[src/hdl/ewds_pkg.sv]
// shared types and constants for the encoder window direction and speed block
package ewds_pkg;

    // fixed field widths
    localparam int FIELD_W   = 10;
    localparam int SCALE_W   = 32;
    localparam int REG_IDX_W = 2;

    // register reset values
    localparam logic [FIELD_W-1:0] WINDOW_LENGTH_RST       = 10'd280;
    localparam logic [FIELD_W-1:0] DIRECTION_THRESHOLD_RST = 10'd14;
    localparam logic [SCALE_W-1:0] SPEED_SCALE_RST         = 32'd15000000;

    // divider runs one quotient bit per cycle
    localparam int DIV_STEPS = SCALE_W;
    localparam int DIV_CNT_W = $clog2(DIV_STEPS);

    typedef enum logic [REG_IDX_W-1:0] {
        REG_WINDOW_LENGTH       = 2'd0,
        REG_DIRECTION_THRESHOLD = 2'd1,
        REG_SPEED_SCALE         = 2'd2
    } reg_index_t;

    typedef enum logic [0:0] {
        ST_IDLE   = 1'b0,
        ST_DIVIDE = 1'b1
    } ctrl_state_t;

    typedef struct packed {
        logic step;       // sample transaction accepted
        logic div_start;  // window closed, load divider
        logic div_run;    // one divider iteration
        logic load_out;   // last iteration, fill output register
    } ctrl_cmd_t;

    typedef struct packed {
        logic win_end;    // next sample closes the window
        logic out_full;   // output register still holds a result
    } dp_status_t;

endpackage

[src/hdl/ewds_channels.sv]
// channel interfaces for samples, results and configuration writes
interface ewds_sample_if;
    logic valid;
    logic ready;
    logic chan_a;
    logic chan_b;

    modport source (output valid, output chan_a, output chan_b, input ready);
    modport sink (input valid, input chan_a, input chan_b, output ready);
endinterface

interface ewds_result_if;
    logic                          valid;
    logic                          ready;
    logic                          direction;
    logic [ewds_pkg::FIELD_W-1:0]  max_lag;
    logic [ewds_pkg::FIELD_W-1:0]  period_ticks;
    logic [ewds_pkg::SCALE_W-1:0]  speed;
    logic                          speed_valid;

    modport source (output valid, output direction, output max_lag, output period_ticks,
                    output speed, output speed_valid, input ready);
    modport sink (input valid, input direction, input max_lag, input period_ticks,
                  input speed, input speed_valid, output ready);
endinterface

interface ewds_cfg_if;
    logic                           valid;
    logic                           ready;
    ewds_pkg::reg_index_t           index;
    logic [ewds_pkg::SCALE_W-1:0]   data;

    modport source (output valid, output index, output data, input ready);
    modport sink (input valid, input index, input data, output ready);
endinterface

[src/hdl/ewds_ctrl.sv]
// controller: sample acceptance and divide sequencing
module ewds_ctrl (
    input  logic                   clk,
    input  logic                   rst_n,
    input  logic                   smp_valid,
    output logic                   smp_ready,
    input  ewds_pkg::dp_status_t   status,
    output ewds_pkg::ctrl_cmd_t    cmd
);

    ewds_pkg::ctrl_state_t             state_reg, state_next;
    logic [ewds_pkg::DIV_CNT_W-1:0]    cnt_reg, cnt_next;

    always_ff @(posedge clk or negedge rst_n)
    begin
        if (!rst_n)
        begin
            state_reg <= ewds_pkg::ST_IDLE;
            cnt_reg   <= '0;
        end
        else
        begin
            state_reg <= state_next;
            cnt_reg   <= cnt_next;
        end
    end

    always_comb
    begin
        state_next = state_reg;
        cnt_next   = cnt_reg;
        cmd        = '0;
        smp_ready  = 1'b0;
        case (state_reg)
            ewds_pkg::ST_IDLE:
            begin
                // closing sample waits until the previous result is taken
                smp_ready = !(status.win_end && status.out_full);
                cmd.step  = smp_valid && smp_ready;
                if (cmd.step && status.win_end)
                begin
                    cmd.div_start = 1'b1;
                    cnt_next      = '0;
                    state_next    = ewds_pkg::ST_DIVIDE;
                end
            end
            ewds_pkg::ST_DIVIDE:
            begin
                cmd.div_run = 1'b1;
                if (cnt_reg == ewds_pkg::DIV_CNT_W'(ewds_pkg::DIV_STEPS - 1))
                begin
                    cmd.load_out = 1'b1;
                    state_next   = ewds_pkg::ST_IDLE;
                end
                else
                begin
                    cnt_next = cnt_reg + 1'b1;
                end
            end
            default:
            begin
                state_next = ewds_pkg::ST_IDLE;
            end
        endcase
    end

endmodule

[src/hdl/ewds_dp.sv]
// datapath: window state, config registers, divider and output register
module ewds_dp #(
    parameter int INDEX_WIDTH = 10
) (
    input  logic                   clk,
    input  logic                   rst_n,
    input  logic                   chan_a,
    input  logic                   chan_b,
    input  ewds_pkg::ctrl_cmd_t    cmd,
    output ewds_pkg::dp_status_t   status,
    ewds_cfg_if.sink               cfg,
    ewds_result_if.source          results
);

    localparam int FW    = ewds_pkg::FIELD_W;
    localparam int SW    = ewds_pkg::SCALE_W;
    localparam int CMP_W = ((INDEX_WIDTH > FW) ? INDEX_WIDTH : FW) + 1;

    // config registers
    logic [FW-1:0] window_length_reg;
    logic [FW-1:0] direction_threshold_reg;
    logic [SW-1:0] speed_scale_reg;

    // window state
    logic                   last_a_reg, last_a_next;
    logic                   last_b_reg, last_b_next;
    logic                   waiting_reg, waiting_next;
    logic [INDEX_WIDTH-1:0] lag_count_reg, lag_count_next;
    logic [INDEX_WIDTH-1:0] lag_max_reg, lag_max_next;
    logic [INDEX_WIDTH-1:0] sample_index_reg, sample_index_next;
    logic [INDEX_WIDTH-1:0] first_fall_reg, first_fall_next;
    logic [INDEX_WIDTH-1:0] second_fall_reg, second_fall_next;
    logic [1:0]             falls_reg, falls_next;
    logic                   lag_active;

    // window summary held during the divide
    logic                   res_dir_reg;
    logic [INDEX_WIDTH-1:0] res_lag_reg;
    logic [INDEX_WIDTH-1:0] res_period_reg;
    logic                   res_valid_reg;
    logic                   win_valid;

    // restoring divider
    logic [INDEX_WIDTH-1:0] rem_reg;
    logic [SW-1:0]          quo_reg;
    logic [INDEX_WIDTH:0]   rem_shift;
    logic                   rem_ge;
    logic [INDEX_WIDTH-1:0] rem_step;
    logic [SW-1:0]          quo_step;

    logic out_valid_reg;

    assign cfg.ready = 1'b1;

    always_ff @(posedge clk or negedge rst_n)
    begin
        if (!rst_n)
        begin
            window_length_reg       <= ewds_pkg::WINDOW_LENGTH_RST;
            direction_threshold_reg <= ewds_pkg::DIRECTION_THRESHOLD_RST;
            speed_scale_reg         <= ewds_pkg::SPEED_SCALE_RST;
        end
        else if (cfg.valid)
        begin
            case (cfg.index)
                ewds_pkg::REG_WINDOW_LENGTH:       window_length_reg <= cfg.data[FW-1:0];
                ewds_pkg::REG_DIRECTION_THRESHOLD: direction_threshold_reg <= cfg.data[FW-1:0];
                ewds_pkg::REG_SPEED_SCALE:         speed_scale_reg <= cfg.data;
                default:
                begin
                end
            endcase
        end
    end

    // window closes once index + 1 reaches the length or the index is full
    assign status.win_end = !(((CMP_W'(sample_index_reg) + CMP_W'(1)) < CMP_W'(window_length_reg))
                              && (sample_index_reg != '1));
    assign status.out_full = out_valid_reg;

    always_comb
    begin
        last_a_next       = chan_a;
        last_b_next       = chan_b;
        waiting_next      = waiting_reg;
        lag_count_next    = lag_count_reg;
        lag_max_next      = lag_max_reg;
        first_fall_next   = first_fall_reg;
        second_fall_next  = second_fall_reg;
        falls_next        = falls_reg;
        sample_index_next = sample_index_reg + 1'b1;

        lag_active = waiting_reg || (!last_a_reg && chan_a);
        if (lag_active)
        begin
            if (chan_b)
            begin
                if (lag_count_reg > lag_max_reg)
                begin
                    lag_max_next = lag_count_reg;
                end
                lag_count_next = '0;
                waiting_next   = 1'b0;
            end
            else
            begin
                if (lag_count_reg != '1)
                begin
                    lag_count_next = lag_count_reg + 1'b1;
                end
                waiting_next = 1'b1;
            end
        end

        if (!chan_b && last_b_reg)
        begin
            if (falls_reg == 2'd0)
            begin
                first_fall_next = sample_index_reg;
                falls_next      = 2'd1;
            end
            else if (falls_reg == 2'd1)
            begin
                second_fall_next = sample_index_reg;
                falls_next       = 2'd2;
            end
        end
        win_valid = (falls_next == 2'd2);
    end

    always_ff @(posedge clk or negedge rst_n)
    begin
        if (!rst_n)
        begin
            last_a_reg       <= 1'b1;
            last_b_reg       <= 1'b0;
            waiting_reg      <= 1'b0;
            lag_count_reg    <= '0;
            lag_max_reg      <= '0;
            sample_index_reg <= '0;
            first_fall_reg   <= '0;
            second_fall_reg  <= '0;
            falls_reg        <= '0;
        end
        else if (cmd.step)
        begin
            if (status.win_end)
            begin
                last_a_reg       <= 1'b1;
                last_b_reg       <= 1'b0;
                waiting_reg      <= 1'b0;
                lag_count_reg    <= '0;
                lag_max_reg      <= '0;
                sample_index_reg <= '0;
                first_fall_reg   <= '0;
                second_fall_reg  <= '0;
                falls_reg        <= '0;
            end
            else
            begin
                last_a_reg       <= last_a_next;
                last_b_reg       <= last_b_next;
                waiting_reg      <= waiting_next;
                lag_count_reg    <= lag_count_next;
                lag_max_reg      <= lag_max_next;
                sample_index_reg <= sample_index_next;
                first_fall_reg   <= first_fall_next;
                second_fall_reg  <= second_fall_next;
                falls_reg        <= falls_next;
            end
        end
    end

    assign rem_shift = {rem_reg, quo_reg[SW-1]};
    assign rem_ge    = rem_shift >= {1'b0, res_period_reg};
    assign rem_step  = rem_ge ? INDEX_WIDTH'(rem_shift - {1'b0, res_period_reg})
                              : rem_shift[INDEX_WIDTH-1:0];
    assign quo_step  = {quo_reg[SW-2:0], rem_ge};

    always_ff @(posedge clk)
    begin
        if (cmd.div_start)
        begin
            res_dir_reg    <= CMP_W'(lag_max_next) > CMP_W'(direction_threshold_reg);
            res_lag_reg    <= lag_max_next;
            res_valid_reg  <= win_valid;
            res_period_reg <= win_valid ? (second_fall_next - first_fall_next) : '0;
            rem_reg        <= '0;
            quo_reg        <= speed_scale_reg;
        end
        else if (cmd.div_run)
        begin
            rem_reg <= rem_step;
            quo_reg <= quo_step;
        end
    end

    always_ff @(posedge clk or negedge rst_n)
    begin
        if (!rst_n)
        begin
            out_valid_reg <= 1'b0;
        end
        else if (cmd.load_out)
        begin
            out_valid_reg <= 1'b1;
        end
        else if (results.ready)
        begin
            out_valid_reg <= 1'b0;
        end
    end

    always_ff @(posedge clk)
    begin
        if (cmd.load_out)
        begin
            results.direction    <= res_dir_reg;
            results.max_lag      <= FW'(res_lag_reg);
            results.period_ticks <= FW'(res_period_reg);
            results.speed_valid  <= res_valid_reg;
            results.speed        <= (res_valid_reg && (res_period_reg != '0)) ? quo_step : '0;
        end
    end

    assign results.valid = out_valid_reg;

endmodule

[src/hdl/encoder_window_direction_speed.sv]
// top level of the encoder window direction and speed block
//
// channel   role    payload                                            handshake
// samples   sink    chan_a, chan_b                                     valid / ready
// results   source  direction, max_lag, period_ticks, speed, speed_valid  valid / ready
// cfg       sink    index, data                                        valid / ready
//
// the window's closing sample starts a restoring divide of speed_scale by the
// B period, one quotient bit per cycle, and the result is registered as the
// last quotient bit is formed
// samples are refused during that divide, and a closing sample also waits
// while the previous result has not been taken
// reset clears the window state and loads the register defaults
module encoder_window_direction_speed #(
    parameter int INDEX_WIDTH = 10
) (
    input  logic           clk,
    input  logic           rst_n,
    ewds_sample_if.sink    samples,
    ewds_result_if.source  results,
    ewds_cfg_if.sink       cfg
);

    // command and status between controller and datapath
    ewds_pkg::ctrl_cmd_t   cmd;
    ewds_pkg::dp_status_t  status;
    logic                  smp_ready;

    assign samples.ready = smp_ready;

    // sequencing: sample acceptance, divide iteration count
    ewds_ctrl u_ctrl (
        .clk       (clk),
        .rst_n     (rst_n),
        .smp_valid (samples.valid),
        .smp_ready (smp_ready),
        .status    (status),
        .cmd       (cmd)
    );

    // lag and edge tracking, config registers, divider, result register
    ewds_dp #(
        .INDEX_WIDTH (INDEX_WIDTH)
    ) u_dp (
        .clk     (clk),
        .rst_n   (rst_n),
        .chan_a  (samples.chan_a),
        .chan_b  (samples.chan_b),
        .cmd     (cmd),
        .status  (status),
        .cfg     (cfg),
        .results (results)
    );

endmodule

[src/flat_wrapper.sv]
// flat-port wrapper written by rule: the top's interface ports become plain ports
module encoder_window_direction_speed_flat 
#(
    parameter int INDEX_WIDTH = 10
)
  (clk, rst_n, samples_valid, samples_chan_a, samples_chan_b, samples_ready, results_valid, results_direction, results_max_lag, results_period_ticks, results_speed, results_speed_valid, results_ready, cfg_valid, cfg_index, cfg_data, cfg_ready);
  ewds_sample_if samples_i ();
  ewds_result_if results_i ();
  ewds_cfg_if cfg_i ();
  input  logic clk;
  input  logic rst_n;
  input wire logic [$bits(samples_i.valid)-1:0] samples_valid;
  input wire logic [$bits(samples_i.chan_a)-1:0] samples_chan_a;
  input wire logic [$bits(samples_i.chan_b)-1:0] samples_chan_b;
  output wire logic [$bits(samples_i.ready)-1:0] samples_ready;
  output wire logic [$bits(results_i.valid)-1:0] results_valid;
  output wire logic [$bits(results_i.direction)-1:0] results_direction;
  output wire logic [$bits(results_i.max_lag)-1:0] results_max_lag;
  output wire logic [$bits(results_i.period_ticks)-1:0] results_period_ticks;
  output wire logic [$bits(results_i.speed)-1:0] results_speed;
  output wire logic [$bits(results_i.speed_valid)-1:0] results_speed_valid;
  input wire logic [$bits(results_i.ready)-1:0] results_ready;
  input wire logic [$bits(cfg_i.valid)-1:0] cfg_valid;
  input wire logic [$bits(cfg_i.index)-1:0] cfg_index;
  input wire logic [$bits(cfg_i.data)-1:0] cfg_data;
  output wire logic [$bits(cfg_i.ready)-1:0] cfg_ready;
  assign samples_i.valid = samples_valid;
  assign samples_i.chan_a = samples_chan_a;
  assign samples_i.chan_b = samples_chan_b;
  assign samples_ready = samples_i.ready;
  assign results_valid = results_i.valid;
  assign results_direction = results_i.direction;
  assign results_max_lag = results_i.max_lag;
  assign results_period_ticks = results_i.period_ticks;
  assign results_speed = results_i.speed;
  assign results_speed_valid = results_i.speed_valid;
  assign results_i.ready = results_ready;
  assign cfg_i.valid = cfg_valid;
  assign cfg_i.index = cfg_index;
  assign cfg_i.data = cfg_data;
  assign cfg_ready = cfg_i.ready;
  encoder_window_direction_speed #(.INDEX_WIDTH(INDEX_WIDTH)) u_core (.clk(clk), .rst_n(rst_n), .samples(samples_i), .results(results_i), .cfg(cfg_i));
endmodule
[config.mk]
export PLATFORM = sky130hd
export DESIGN_NAME = encoder_window_direction_speed_flat
export DESIGN_NICKNAME = d
export VERILOG_FILES = /design/src/hdl/ewds_pkg.sv /design/src/hdl/ewds_channels.sv /design/src/hdl/ewds_ctrl.sv /design/src/hdl/ewds_dp.sv /design/src/hdl/encoder_window_direction_speed.sv /design/src/flat_wrapper.sv
export SDC_FILE = /design/constraint.sdc
export NUM_CORES = 1
export LEC_CHECK = 0
export BUFFER_PORTS_ARGS = -buffer_cell sky130_fd_sc_hd__buf_2
export CAP_MARGIN = 20
export CORE_ASPECT_RATIO = 1.1
export CORE_MARGIN = 2
export CORE_UTILIZATION = 57
export CTS_CLUSTER_SIZE = 40
export DETAILED_ROUTE_END_ITERATION = 10
export GPL_TIMING_DRIVEN = 0
export PLACE_DENSITY_LB_ADDON = 0.12
export SLEW_MARGIN = 20
export SYNTH_ARGS = -nofsm -noshare
export SYNTH_HDL_FRONTEND = slang
export SYNTH_HIERARCHICAL = 1
export SYNTH_SLANG_ARGS = --single-unit
export TNS_END_PERCENT = 5
[constraint.sdc]
create_clock -name clk -period 6.8 [get_ports clk]
set_input_delay 1.02 -clock clk [delete_from_list [all_inputs] [get_ports clk]]
set_output_delay 1.02 -clock clk [all_outputs]
set_load 0.01 [all_outputs]
==> summary.md, run 1 <==
| Metric | Value |
|---|---|
| CTS clk-pin slew, worst paths | approximately 0.060 ns |
| Syn Std Cell Area | 0.0112 sq mm |
| Largest net degree at the start of global routing | 68 |
| Clk root buf | clkbuf_16 |
| Post-synth EDFFs | 108 |
| Vias in the first global route | 7232 |
| Register area | between 0.006 and 0.007 sq mm |
| Cell Int Power | 3320 uW |
| Critical Path Source Type | flop |
| Diode count | 0 |
| Vias/cell | around 5.7 |
| Final Wtd Congestion | between 0.8 and 0.9 |
| Fill cells | about 1500 |
| Remaining Overflow, GRT | 0 |
| Post-synth ARST share | 49.1% |
| Port-buffer cells | between 90 and 100 |
| Final ANT Viol Nets | 0 |
| Logic pwr share | 31.3% |
| Fraction of layout cells with a size suffix above 1 | approximately 25% |
| First-pass GRT wire length | 36.4 mm |
| DP Area | 0.0121 sq mm |
| PostCTS Resize Cnt | 0 |
| Max-cap viol count | 0 |
| Prevailing post-synth register cell | edfxtp_1 |
| Post-Syn Nets | between 1000 and 1500 |
| Slew HR | slightly below 40% |
| Core region area | approximately 0.019 sq mm |
| Hold bufs inserted after CTS | 0 |
| Initial core utilization | 58.5% |
| Row Count | between 50 and 60 |
| CTS buffer count | 24 |
| VDD IR-drop max | approximately 0.21 mV |
| First drt pass iteration count | 4 |
| Critical Path End Type | flop |
| CTS tree | done |
| Final period util | between 80% and 90% |
| DRC viols | 0 |
| Minimum clock period | about 5.7 ns |
| Cell count after synthesis | just over 900 |
| RSZ-0062 raised after global routing | false |
| Hold Vio Cnt, Final | 0 |
| Sw Pwr | 1540 uW |
| Area Growth Syn to Fin | 14.3% |
| Sequential power share | a little over two fifths |
| Fin area | 0.0129 sq mm |
| Sw Share | between 30% and 40% |
| Mean post-synth cell area | roughly 12 sq um |
| Worst slew pin tran | approximately 0.9 ns |
| Setup TNS | 0 ns |
| Die Wd | 138 microns |
| DIE AREA | 0.0209 sq mm |
| DR iter-0 viols | 342 |
| Final setup vio count | 0 |
| Hold crit path type | flop to flop |
| Pwr Density | 378 mW/mm^2 |
| CP max FO | 32 |
| Final WS setup | between 1 and 1.5 ns |
| Clock power share | around a quarter |
| Die Y | around 150 microns |
| Arr. time, crit path | a little under 6 ns |
| Antenna violations before repair | 1 |
| FMAX | 175 MHz |
| Clock buffer depth | 3 |
| Total vias in the final route | around 7400 |
| Clk sinks | between 200 and 250 |
| Total power | roughly 4900 uW |
| Total length of routed wires | approximately 23 mm |
| Area occupied by multi-input gates | 0.00450 sq mm |
| Netlist cell types | 82 |
| Yosys warning total | 6 |
| Critical Path RT | 6.93 ns |
| H-tree depth | 1 |
| Place WS | between 1 and 1.5 ns |
| Total global-route track usage | 21.9% |
| Worst-Skew Late Latency | roughly 0.51 ns |
| HPWL after DPL | roughly 16 mm |
| Status | finished, final reports clean |
| Slew Limit Fails | 0 |
| Crit Path Class | flop to flop |
| Clock Skew | 0.0166 ns |
| IO Count | just under 100 |
| Seq/Total Area, Yosys | between 50% and 60% |
| Fin nets | around 1100 |
| Static leakage | between 0.005 and 0.006 uW |
| FF+latch count, synth | about 230 |
| Setup bufs post-CTS | 0 |
| DR WL/cell | about 17 microns |
cell families after synthesis:
kind of cell               synth area share, %
buffers and inverters                     3.87
muxes                                     10.0
and+or+nand+nor                           11.1
AOI/OAI and AO/OA                         11.3
adders and majority gates                 6.36
xor gates and xnor gates                  1.09
DFF                                       56.2
other                                   0.0333
stage by stage:
| step | util [%] | instances | hold slack, ns |
|---|---|---|---|
| after CTS | 66.9 | 1312 | 0.420 |
| final | 66.9 | 1312 | 0.418 |
| after floorplan | - | 925 | 0.400 |
| after global routing | 66.9 | 1312 | 0.425 |
| after global placement | 62.6 | 1267 | 0.402 |
| after detailed placement | 62.8 | 1268 | 0.405 |
cells in the mapped netlist (3+ instances only):
| library cell | instances | share of area (%) |
|---|---|---|
| nand3_1 | 17 | 0.76 |
| a21o_1 | 6 | 0.40 |
| and3_2 | 3 | 0.20 |
| o32ai_1 | 4 | 0.31 |
| dfstp_2 | 17 | 4.0 |
| nor2b_1 | 7 | 0.39 |
| clkbuf_1 | 34 | 1.1 |
| buf_2 | 3 | 0.13 |
| and2_1 | 33 | 1.8 |
| a21boi_0 | 3 | 0.20 |
| o2bb2ai_1 | 17 | 1.3 |
| edfxtp_1 | 108 | 29 |
| nor3_1 | 11 | 0.49 |
| xor2_1 | 5 | 0.39 |
| a22o_1 | 20 | 1.6 |
| a311oi_1 | 4 | 0.31 |
| ha_1 | 54 | 6.0 |
| nand4_1 | 6 | 0.33 |
| buf_4 | 4 | 0.27 |
| o31ai_1 | 4 | 0.27 |
| o21a_1 | 11 | 0.73 |
| nor4_1 | 3 | 0.17 |
| or3_1 | 7 | 0.39 |
| nor4b_1 | 3 | 0.23 |
| and3_1 | 5 | 0.28 |
| mux2_2 | 84 | 8.4 |
| nand2b_1 | 9 | 0.50 |
| nor2_1 | 44 | 1.5 |
| mux2i_1 | 18 | 1.6 |
| inv_1 | 63 | 2.1 |
| nor3b_1 | 5 | 0.33 |
| xnor2_1 | 9 | 0.70 |
| dfrtp_1 | 97 | 22 |
| a21o_2 | 3 | 0.23 |
| a21oi_1 | 24 | 1.1 |
| nand2_1 | 62 | 2.1 |
| dfxtp_1 | 10 | 1.8 |
| nand3b_1 | 4 | 0.27 |
| a211oi_1 | 10 | 0.67 |
| o21ai_0 | 42 | 1.9 |
cell usage in the layout (no fill, tap or decap), types with 11 or more instances in the layout:
master and n:
a21oi_1 24, a22o_1 20, and2_1 33, buf_2 97, clkbuf_1 36, clkbuf_16 25, dfrtp_1 97, dfstp_2 17
edfxtp_1 108, ha_1 54, inv_1 63, mux2_2 84, mux2i_1 18, nand2_1 62, nand3_1 17, nor2_1 44
nor3_1 11, o21a_1 11, o21ai_0 42, o2bb2ai_1 17
critical path, stage by stage (launching register included):
cell and delay, ns:
dfrtp_1 0.53, and3_4 0.26, and3_1 0.15, clkbuf_1 0.22
nand3_1 0.12, xnor2_1 0.19, ha_1 0.31, nand3_1 0.11
a211oi_2 0.49, nor3_4 0.16, inv_2 0.16, clkbuf_1 0.43
and4bb_4 0.60, clkbuf_1 0.36, clkbuf_1 0.50, or2_2 0.73
final timing paths:
kind / startpoint / to / slack [ns] / depth (start not counted)
worst max register to register: u_core/u_dp/sample_index_reg[3] / u_core/u_dp/quo_reg[20] / 1.08 / 15
max in group asynchronous: rst_n / u_core/u_dp/speed_scale_reg[22] / 5.60 / 2
worst max-delay path: u_core/u_dp/sample_index_reg[3] / u_core/u_dp/quo_reg[20] / 1.08 / 15
worst min register to register: u_core/u_dp/res_lag_reg[5] / u_core/u_dp/results.max_lag[5] / 0.42 / 0
min in group asynchronous: rst_n / u_core/u_dp/lag_count_reg[2] / 0.45 / 1
worst min-delay path: u_core/u_dp/res_lag_reg[5] / u_core/u_dp/results.max_lag[5] / 0.42 / 0
final cells by class:
type	count	share of cell area, %
tap	247	2.40
clock inverter	15	0.963
timing repair buffer	96	3.96
multi-input combinational	584	35.0
sequential	232	49.1
clock buffer	29	5.14
buffer	44	1.49
inverter	65	1.90
power groups by stage:
stage | logic (uW) | registers [uW] | clock network, uW
3_5_place_dp | 1510 | 2060 | 0
5_1_grt | 1710 | 2080 | 1380
3_3_place_gp | 1470 | 2050 | 0
2_1_floorplan | 1190 | 2000 | 0
4_1_cts | 1530 | 2040 | 1330
6_report | 1520 | 2040 | 1290
layer usage:
metal	share of wire [%]	GRT usage, %
met1	46	30.1
met2	48	36.8
met3	4.2	2.84
met4	2.1	6.33
met5	0.057	0
Power figures use the tool's default switching activity.
==> run 2, diff against run 1 <==
--- a/config.mk
+++ b/config.mk
@@ -9,7 +9,7 @@
 export CAP_MARGIN = 20
 export CORE_ASPECT_RATIO = 1.1
 export CORE_MARGIN = 2
-export CORE_UTILIZATION = 57
+export CORE_UTILIZATION = 54
 export CTS_CLUSTER_SIZE = 40
 export DETAILED_ROUTE_END_ITERATION = 10
 export GPL_TIMING_DRIVEN = 0
==> constraint.sdc (replaced) <==
create_clock -name clk -period 5.1 [get_ports clk]
set_input_delay 0.765 -clock clk [delete_from_list [all_inputs] [get_ports clk]]
set_output_delay 0.765 -clock clk [all_outputs]
set_load 0.01 [all_outputs]
==> run 2 against run 1 <==
Flip-flop and latch count unchanged. Cell count is 1.1% higher. Non-clock buffer count increased by 1.
==> summary.md, run 2 (synthesized netlist as in run 1, its figures left out) <==
| Metric | Value |
|---|---|
| Worst slew pin tran | 0.770 ns (-0.133 ns) |
| Die Wd | 142 microns (+2.7%) |
| H-tree depth | 1 (unchanged) |
| First-pass GRT wire length | 37.1 mm (+1.9%) |
| FMAX | between 200 and 250 MHz |
| Final setup vio count | 0 (unchanged) |
| Final Wtd Congestion | 0.825 (-1.1%) |
| DP Area | 0.0121 sq mm (about the same) |
| Hold crit path type | primary input to async pin |
| Final ANT Viol Nets | 0 (unchanged) |
| Hold Vio Cnt, Final | 0 (unchanged) |
| Clock Skew | 0.00894 ns (-0.00762 ns) |
| Core region area | 0.0205 sq mm (+6.6%) |
| Vias in the first global route | 7316 (+1.2%) |
| IO Count | 98 (unchanged) |
| Sw Share | 31.0% (-0.74 points) |
| Static leakage | 0.00545 uW (+1.3%) |
| Clock buffer depth | 3 (unchanged) |
| Total vias in the final route | 7413 (-0.067%) |
| First drt pass iteration count | 5 (+1) |
| Slew HR | 48.0% (+9.0 points) |
| CTS tree | done |
| Setup TNS | 0 ns (unchanged) |
| Status | finished, final reports clean |
| Most common cell after layout, fill and taps aside | edfxtp_1 |
| VDD IR-drop max | 0.284 mV (+35%) |
| Initial core utilization | 54.9% (-3.6 points) |
| Max-cap viol count | 0 (unchanged) |
| Diode count | 0 (unchanged) |
| Hold_ws | 0.178 ns (-0.240 ns) |
| HPWL after DPL | 15.9 mm (-1.2%) |
| Cell Int Power | 4600 uW (+39%) |
| Fraction of layout cells with a size suffix above 1 | 25.9% (+1.2 points) |
| Total length of routed wires | 22.9 mm (-0.20%) |
| Worst-Skew Late Latency | 0.52 ns (about the same) |
| Worst R2R Path Depth | 15 (unchanged) |
| Pwr Density | 513 mW/mm^2 (+36%) |
| Clock power share | 28.5% (+1.9 points) |
| Minimum clock period | roughly 4.7 ns |
| Remaining Overflow, GRT | 0 (unchanged) |
| Area Growth Syn to Fin | 15.6% |
| Fin nets | 1148 (+0.35%) |
| Sw Pwr | 2070 uW (+34%) |
| CP max FO | 12 (-63%) |
| Fin area | 0.0130 sq mm (+1.1%) |
| Largest net degree at the start of global routing | 69 (+1.5%) |
| Final period util | between 90% and 100% |
| Critical Path RT | 4.34 ns (-2.59 ns) |
| Antenna violations before repair | 0 (-1) |
| CTS buffer count | 25 (+4.2%) |
| DR iter-0 viols | 496 (+45%) |
| Vias/cell | 5.59 (-1.1%) |
| Critical Path Source Type | flop |
| Arr. time, crit path | 3.98 ns (-1.87 ns) |
| Logic pwr share | 30.8% (-0.5 points) |
| Clk root buf | clkbuf_16 |
| Critical Path End Type | output port |
| DR WL/cell | 17.3 microns (-1.3%) |
| Slew Limit Fails | 0 (unchanged) |
| Total global-route track usage | 20.9% (-1.0 points) |
| Row Count | 55 (+3.8%) |
| CTS clk-pin slew, worst paths | 0.06 ns (about the same) |
| Crit Path Class | flop to output port |
| Die Y | 155 microns (+2.7%) |
| Clk sinks | 232 (unchanged) |
| Port-buffer cells | 95 (unchanged) |
| DRC viols | 0 (unchanged) |
| Final WS setup | 0.355 ns (-0.723 ns) |
| Place WS | -0.637 ns (-1.68 ns) |
| Sequential power share | 40.8% (-1.2 points) |
| DIE AREA | 0.0220 sq mm (+5.4%) |
| Most frequent cells in the layout | 108 x edfxtp_1, 97 x buf_2, 96 x dfrtp_1 |
-- run 2: changes by cell type in the layout (fill, tap and decap cells not counted), moves of 2 or more --
cell and change:
bufinv_16 +3, clkbuf_1 -3, clkbuf_2 +5, clkinv_1 -4, or2_4 +2
-- run 2: metrics by stage --
stage / power, uW / utilization, % / instances
2_1_floorplan: 4250 / - / 925
3_3_place_gp: 4710 / 58.7 / 1276
3_5_place_dp: 4760 / 58.9 / 1277
4_1_cts: 6710 / 63.3 / 1324
5_1_grt: 7080 / 63.4 / 1326
6_report: 6660 / 63.4 / 1326
-- run 2: layout make-up --
cell class | instances | area [sq um]
plain buffers | 44 | 198
clock buffers | 31 | 668
clock inverters | 15 | 203
fillers | 1612 | 7510
inverters | 65 | 245
multi-input cells | 586 | 4530
flip-flops and latches | 232 | 6320
well taps | 256 | 320
repair buffers | 97 | 517
-- run 2: worst paths after layout --
kind	slack (ns)	to	startpoint
min	0.18	u_core/u_dp/lag_count_reg[2]	rst_n
min reg2reg	0.42	u_core/u_dp/results.max_lag[5]	u_core/u_dp/res_lag_reg[5]
max	0.36	samples_ready	u_core/u_dp/sample_index_reg[4]
max reg2reg	0.36	u_core/u_dp/quo_reg[8]	u_core/u_dp/sample_index_reg[4]
max in group asynchronous	4.18	u_core/u_dp/speed_scale_reg[23]	rst_n
min in group clk	0.42	u_core/u_dp/results.max_lag[5]	u_core/u_dp/res_lag_reg[5]
-- run 2: what timing repair did --
| action | in CTS | in global routing |
|---|---|---|
| endpoints found under the setup margin | 95 | 67 |
| hold buffers | 0 | 0 |
| gates resized for setup | 8 | 2 |
| endpoints found under the hold margin | 0 | 0 |
| setup buffers | 0 | 1 |
| gates cloned | 1 | 1 |
| pin swaps | 1 | 2 |
-- run 2: power by group through the flow --
stage          Combinational, uW  Sequential, uW  Clock [uW]
2_1_floorplan               1590            2660           0
3_3_place_gp                1970            2740           0
3_5_place_dp                2020            2740           0
4_1_cts                     2050            2710        1950
5_1_grt                     2290            2770        2020
6_report                    2050            2720        1900
-- run 2: critical path, cell delays in order, from the launching register on --
cell      delay [ns]
dfrtp_1         0.48
and3_4          0.24
and3_1          0.15
clkbuf_1        0.22
nand3_1         0.13
xnor2_1         0.27
ha_1            0.29
nor2b_1         0.14
a311o_1         0.41
nor3_4          0.37
inv_2           0.13
clkbuf_2        0.25
a21oi_1         0.22
buf_2           0.16
-- run 2: layer usage --
layer | global-route usage (%) | wire length [microns] | vias up
met1 | 28.8 | 10400 | 3584
met4 | 6.14 | 504 | 0
met3 | 2.62 | 1020 | 39
met2 | 35.1 | 10900 | 168
li1 | - | - | 3622
met5 | 0 | 0 | -
==> run 3, diff against run 2 <==
--- a/config.mk
+++ b/config.mk
@@ -7,7 +7,6 @@
 export LEC_CHECK = 0
 export BUFFER_PORTS_ARGS = -buffer_cell sky130_fd_sc_hd__buf_2
 export CAP_MARGIN = 20
-export CORE_ASPECT_RATIO = 1.1
 export CORE_MARGIN = 2
 export CORE_UTILIZATION = 54
 export CTS_CLUSTER_SIZE = 40
==> run 3 against run 2 <==
Via count grew 0.39%. Combinational power about the same. Routed wire length up 0.22%. Global-route usage is essentially flat. Critical path depth unchanged. Worst setup slack improved by 0.033 ns. Die area about the same. Count of clock-buffer cells in the layout is 7 higher. Critical path type unchanged. Highest routed layer unchanged.
==> summary.md, run 3 (synthesized netlist as in run 1, its figures left out) <==
| Metric | Value |
|---|---|
| Total length of routed wires | 22.9 mm (+0.22%) |
| Fraction of layout cells with a size suffix above 1 | 26.1% (+0.26 points) |
| Area Growth Syn to Fin | 15.5% (about the same) |
| Area occupied by multi-input gates | 0.00454 sq mm (+0.25%) |
| Place WS | -0.656 ns (-0.0191 ns) |
| Port-buffer cells | 95 (unchanged) |
| Max-cap viol count | 0 (unchanged) |
| H-tree depth | 1 (unchanged) |
| Initial core utilization | 55.2% (+0.38 points) |
| Worst R2R Path Depth | 15 (unchanged) |
| Final WS setup | 0.389 ns (+0.0333 ns) |
| RSZ-0062 raised after global routing | false |
| Vias/cell | 5.55 (-0.73%) |
| Fill cells | 1582 (-1.9%) |
| CTS clk-pin slew, worst paths | 0.06 ns (about the same) |
| Most frequent cells in the layout | 108 x edfxtp_1, 97 x buf_2, 97 x dfrtp_1 |
| Vias in the first global route | 7302 (-0.19%) |
| VDD IR-drop max | 0.283 mV (-0.38%) |
| Arr. time, crit path | 3.95 ns (-0.03 ns) |
| FMAX | 212 MHz (+0.71%) |
| Clock Skew | 0.0155 ns (+0.00652 ns) |
| Fin nets | 1149 (+0.087%) |
| Die Wd | 148 microns (+4.7%) |
| Final core utilization | 63.8% (+0.42 points) |
| Fin area | 0.0130 sq mm (about the same) |
| Hold crit path type | primary input to async pin |
| Status | finished, final reports clean |
| First-pass GRT wire length | 37.3 mm (+0.67%) |
| Total vias in the final route | 7442 (+0.39%) |
| Final ANT Viol Nets | 0 (unchanged) |
| HPWL after DPL | 15.9 mm (+0.42%) |
| Worst r2r src | u_core/u_dp/sample_index_reg[3] |
| CP max FO | 12 (unchanged) |
| Pwr Density | 505 mW/mm^2 (-1.4%) |
| Remaining Overflow, GRT | 0 (unchanged) |
| Critical R2R Capture | u_core/u_dp/quo_reg[11] |
| Register area | 0.00632 sq mm (about the same) |
| DR iter-0 viols | 364 (-27%) |
| Critical Path End Type | output port |
| R2R Setup Slk | 0.40 ns (+0.04 ns) |
| Most common cell after layout, fill and taps aside | edfxtp_1 |
| First drt pass iteration count | 5 (unchanged) |
| Critical Path RT | 4.34 ns (about the same) |
| Final Wtd Congestion | 0.859 (+4.2%) |
| Die Y | 148 microns (-4.5%) |
| Clock buffer depth | 3 (unchanged) |
| Worst slew pin tran | 0.911 ns (+0.141 ns) |
| DRC viols | 0 (unchanged) |
| Clk sinks | 232 (unchanged) |
| Worst-Skew Late Latency | 0.53 ns (about the same) |
| Core region area | 0.0204 sq mm (-0.70%) |
| DR WL/cell | 17.1 microns (-0.90%) |
| Largest net degree at the start of global routing | 73 (+5.8%) |
| IO Count | 98 (unchanged) |
| Static leakage | 0.00544 uW (-0.18%) |
| DP Area | 0.0121 sq mm (+0.15%) |
| Clk root buf | clkbuf_16 |
| Hold bufs inserted after CTS | 0 (unchanged) |
| DIE AREA | 0.0220 sq mm (about the same) |
| Total global-route track usage | 20.9% (about the same) |
| Crit Path Class | flop to output port |
| Critical Path Source Type | flop |
| Slew Limit Fails | 0 (unchanged) |
| Antenna violations before repair | 0 (unchanged) |
| CTS tree | done |
| Slew HR | 38.4% (-9.6 points) |
| Final setup vio count | 0 (unchanged) |
| Hold Vio Cnt, Final | 0 (unchanged) |
| CTS buffer count | 25 (unchanged) |
| Final period util | 92.4% (-0.65 points) |
| Diode count | 0 (unchanged) |
| Minimum clock period | 4.71 ns (-0.0333 ns) |
| Row Count | 52 (-5.5%) |
## run 3: layer usage
layer,routed length (microns),vias up,global-route usage [%]
li1,-,3620,-
met1,10900,3635,29.9
met2,10700,156,34.4
met3,956,31,2.67
met4,397,0,4.76
met5,0,-,0
## run 3: worst max-delay path by stage
stage / start / end / slack [ns] / cells after the start
final: u_core/u_dp/sample_index_reg[3] / samples_ready / 0.39 / 13
after floorplan: u_core/u_dp/sample_index_reg[2] / u_core/u_dp/quo_reg[0] / 0.60 / 16
after detailed placement: u_core/u_dp/sample_index_reg[3] / u_core/u_dp/quo_reg[11] / -0.66 / 15
after global placement: u_core/u_dp/sample_index_reg[3] / u_core/u_dp/quo_reg[11] / -0.64 / 15
after CTS: u_core/u_dp/sample_index_reg[3] / u_core/u_dp/quo_reg[13] / 0.005 / 15
after global routing: u_core/u_dp/sample_index_reg[3] / u_core/u_dp/quo_reg[15] / 0.05 / 15
## run 3: through the flow
stage          TNS, ns  power [uW]  instances  hold slack [ns]
2_1_floorplan        0        4250        925            0.400
3_3_place_gp    -28.45        4700       1290            0.404
3_5_place_dp    -30.75        4760       1291            0.405
4_1_cts              0        6590       1337            0.160
5_1_grt              0        6990       1341            0.184
6_report             0        6570       1341            0.163
## run 3: report_power, final
part / internal [uW] / switching, uW / total, uW
clock: 1070 / 718 / 1790
sequential: 2470 / 244 / 2710
combinational: 958 / 1110 / 2060
total: 4500 / 2070 / 6570
## run 3: worst max-delay path, stage by stage, from the launching register on
cell,delay (ns)
dfrtp_1,0.51
and3_4,0.25
and3_1,0.16
clkbuf_1,0.24
nand3_1,0.14
xnor2_1,0.25
ha_1,0.28
nor2b_1,0.13
a311o_1,0.41
nor3_4,0.29
inv_2,0.11
clkbuf_2,0.25
a21oi_1,0.24
buf_2,0.16
## run 3: area by class of cell
type	instances	area share (%)
inverters	65	1.89
clock buffers	38	5.82
well taps	270	2.60
clock inverters	8	0.558
flip-flops and latches	232	48.6
multi-input cells	586	35.0
plain buffers	43	1.48
repair buffers	99	4.09
## run 3: repair_timing
item | CTS | global route
setup buffers | 0 | 3
resized for setup | 5 | 8
pin swaps | 0 | 2
setup endpoints to repair | 96 | 102
cloned | 1 | 1
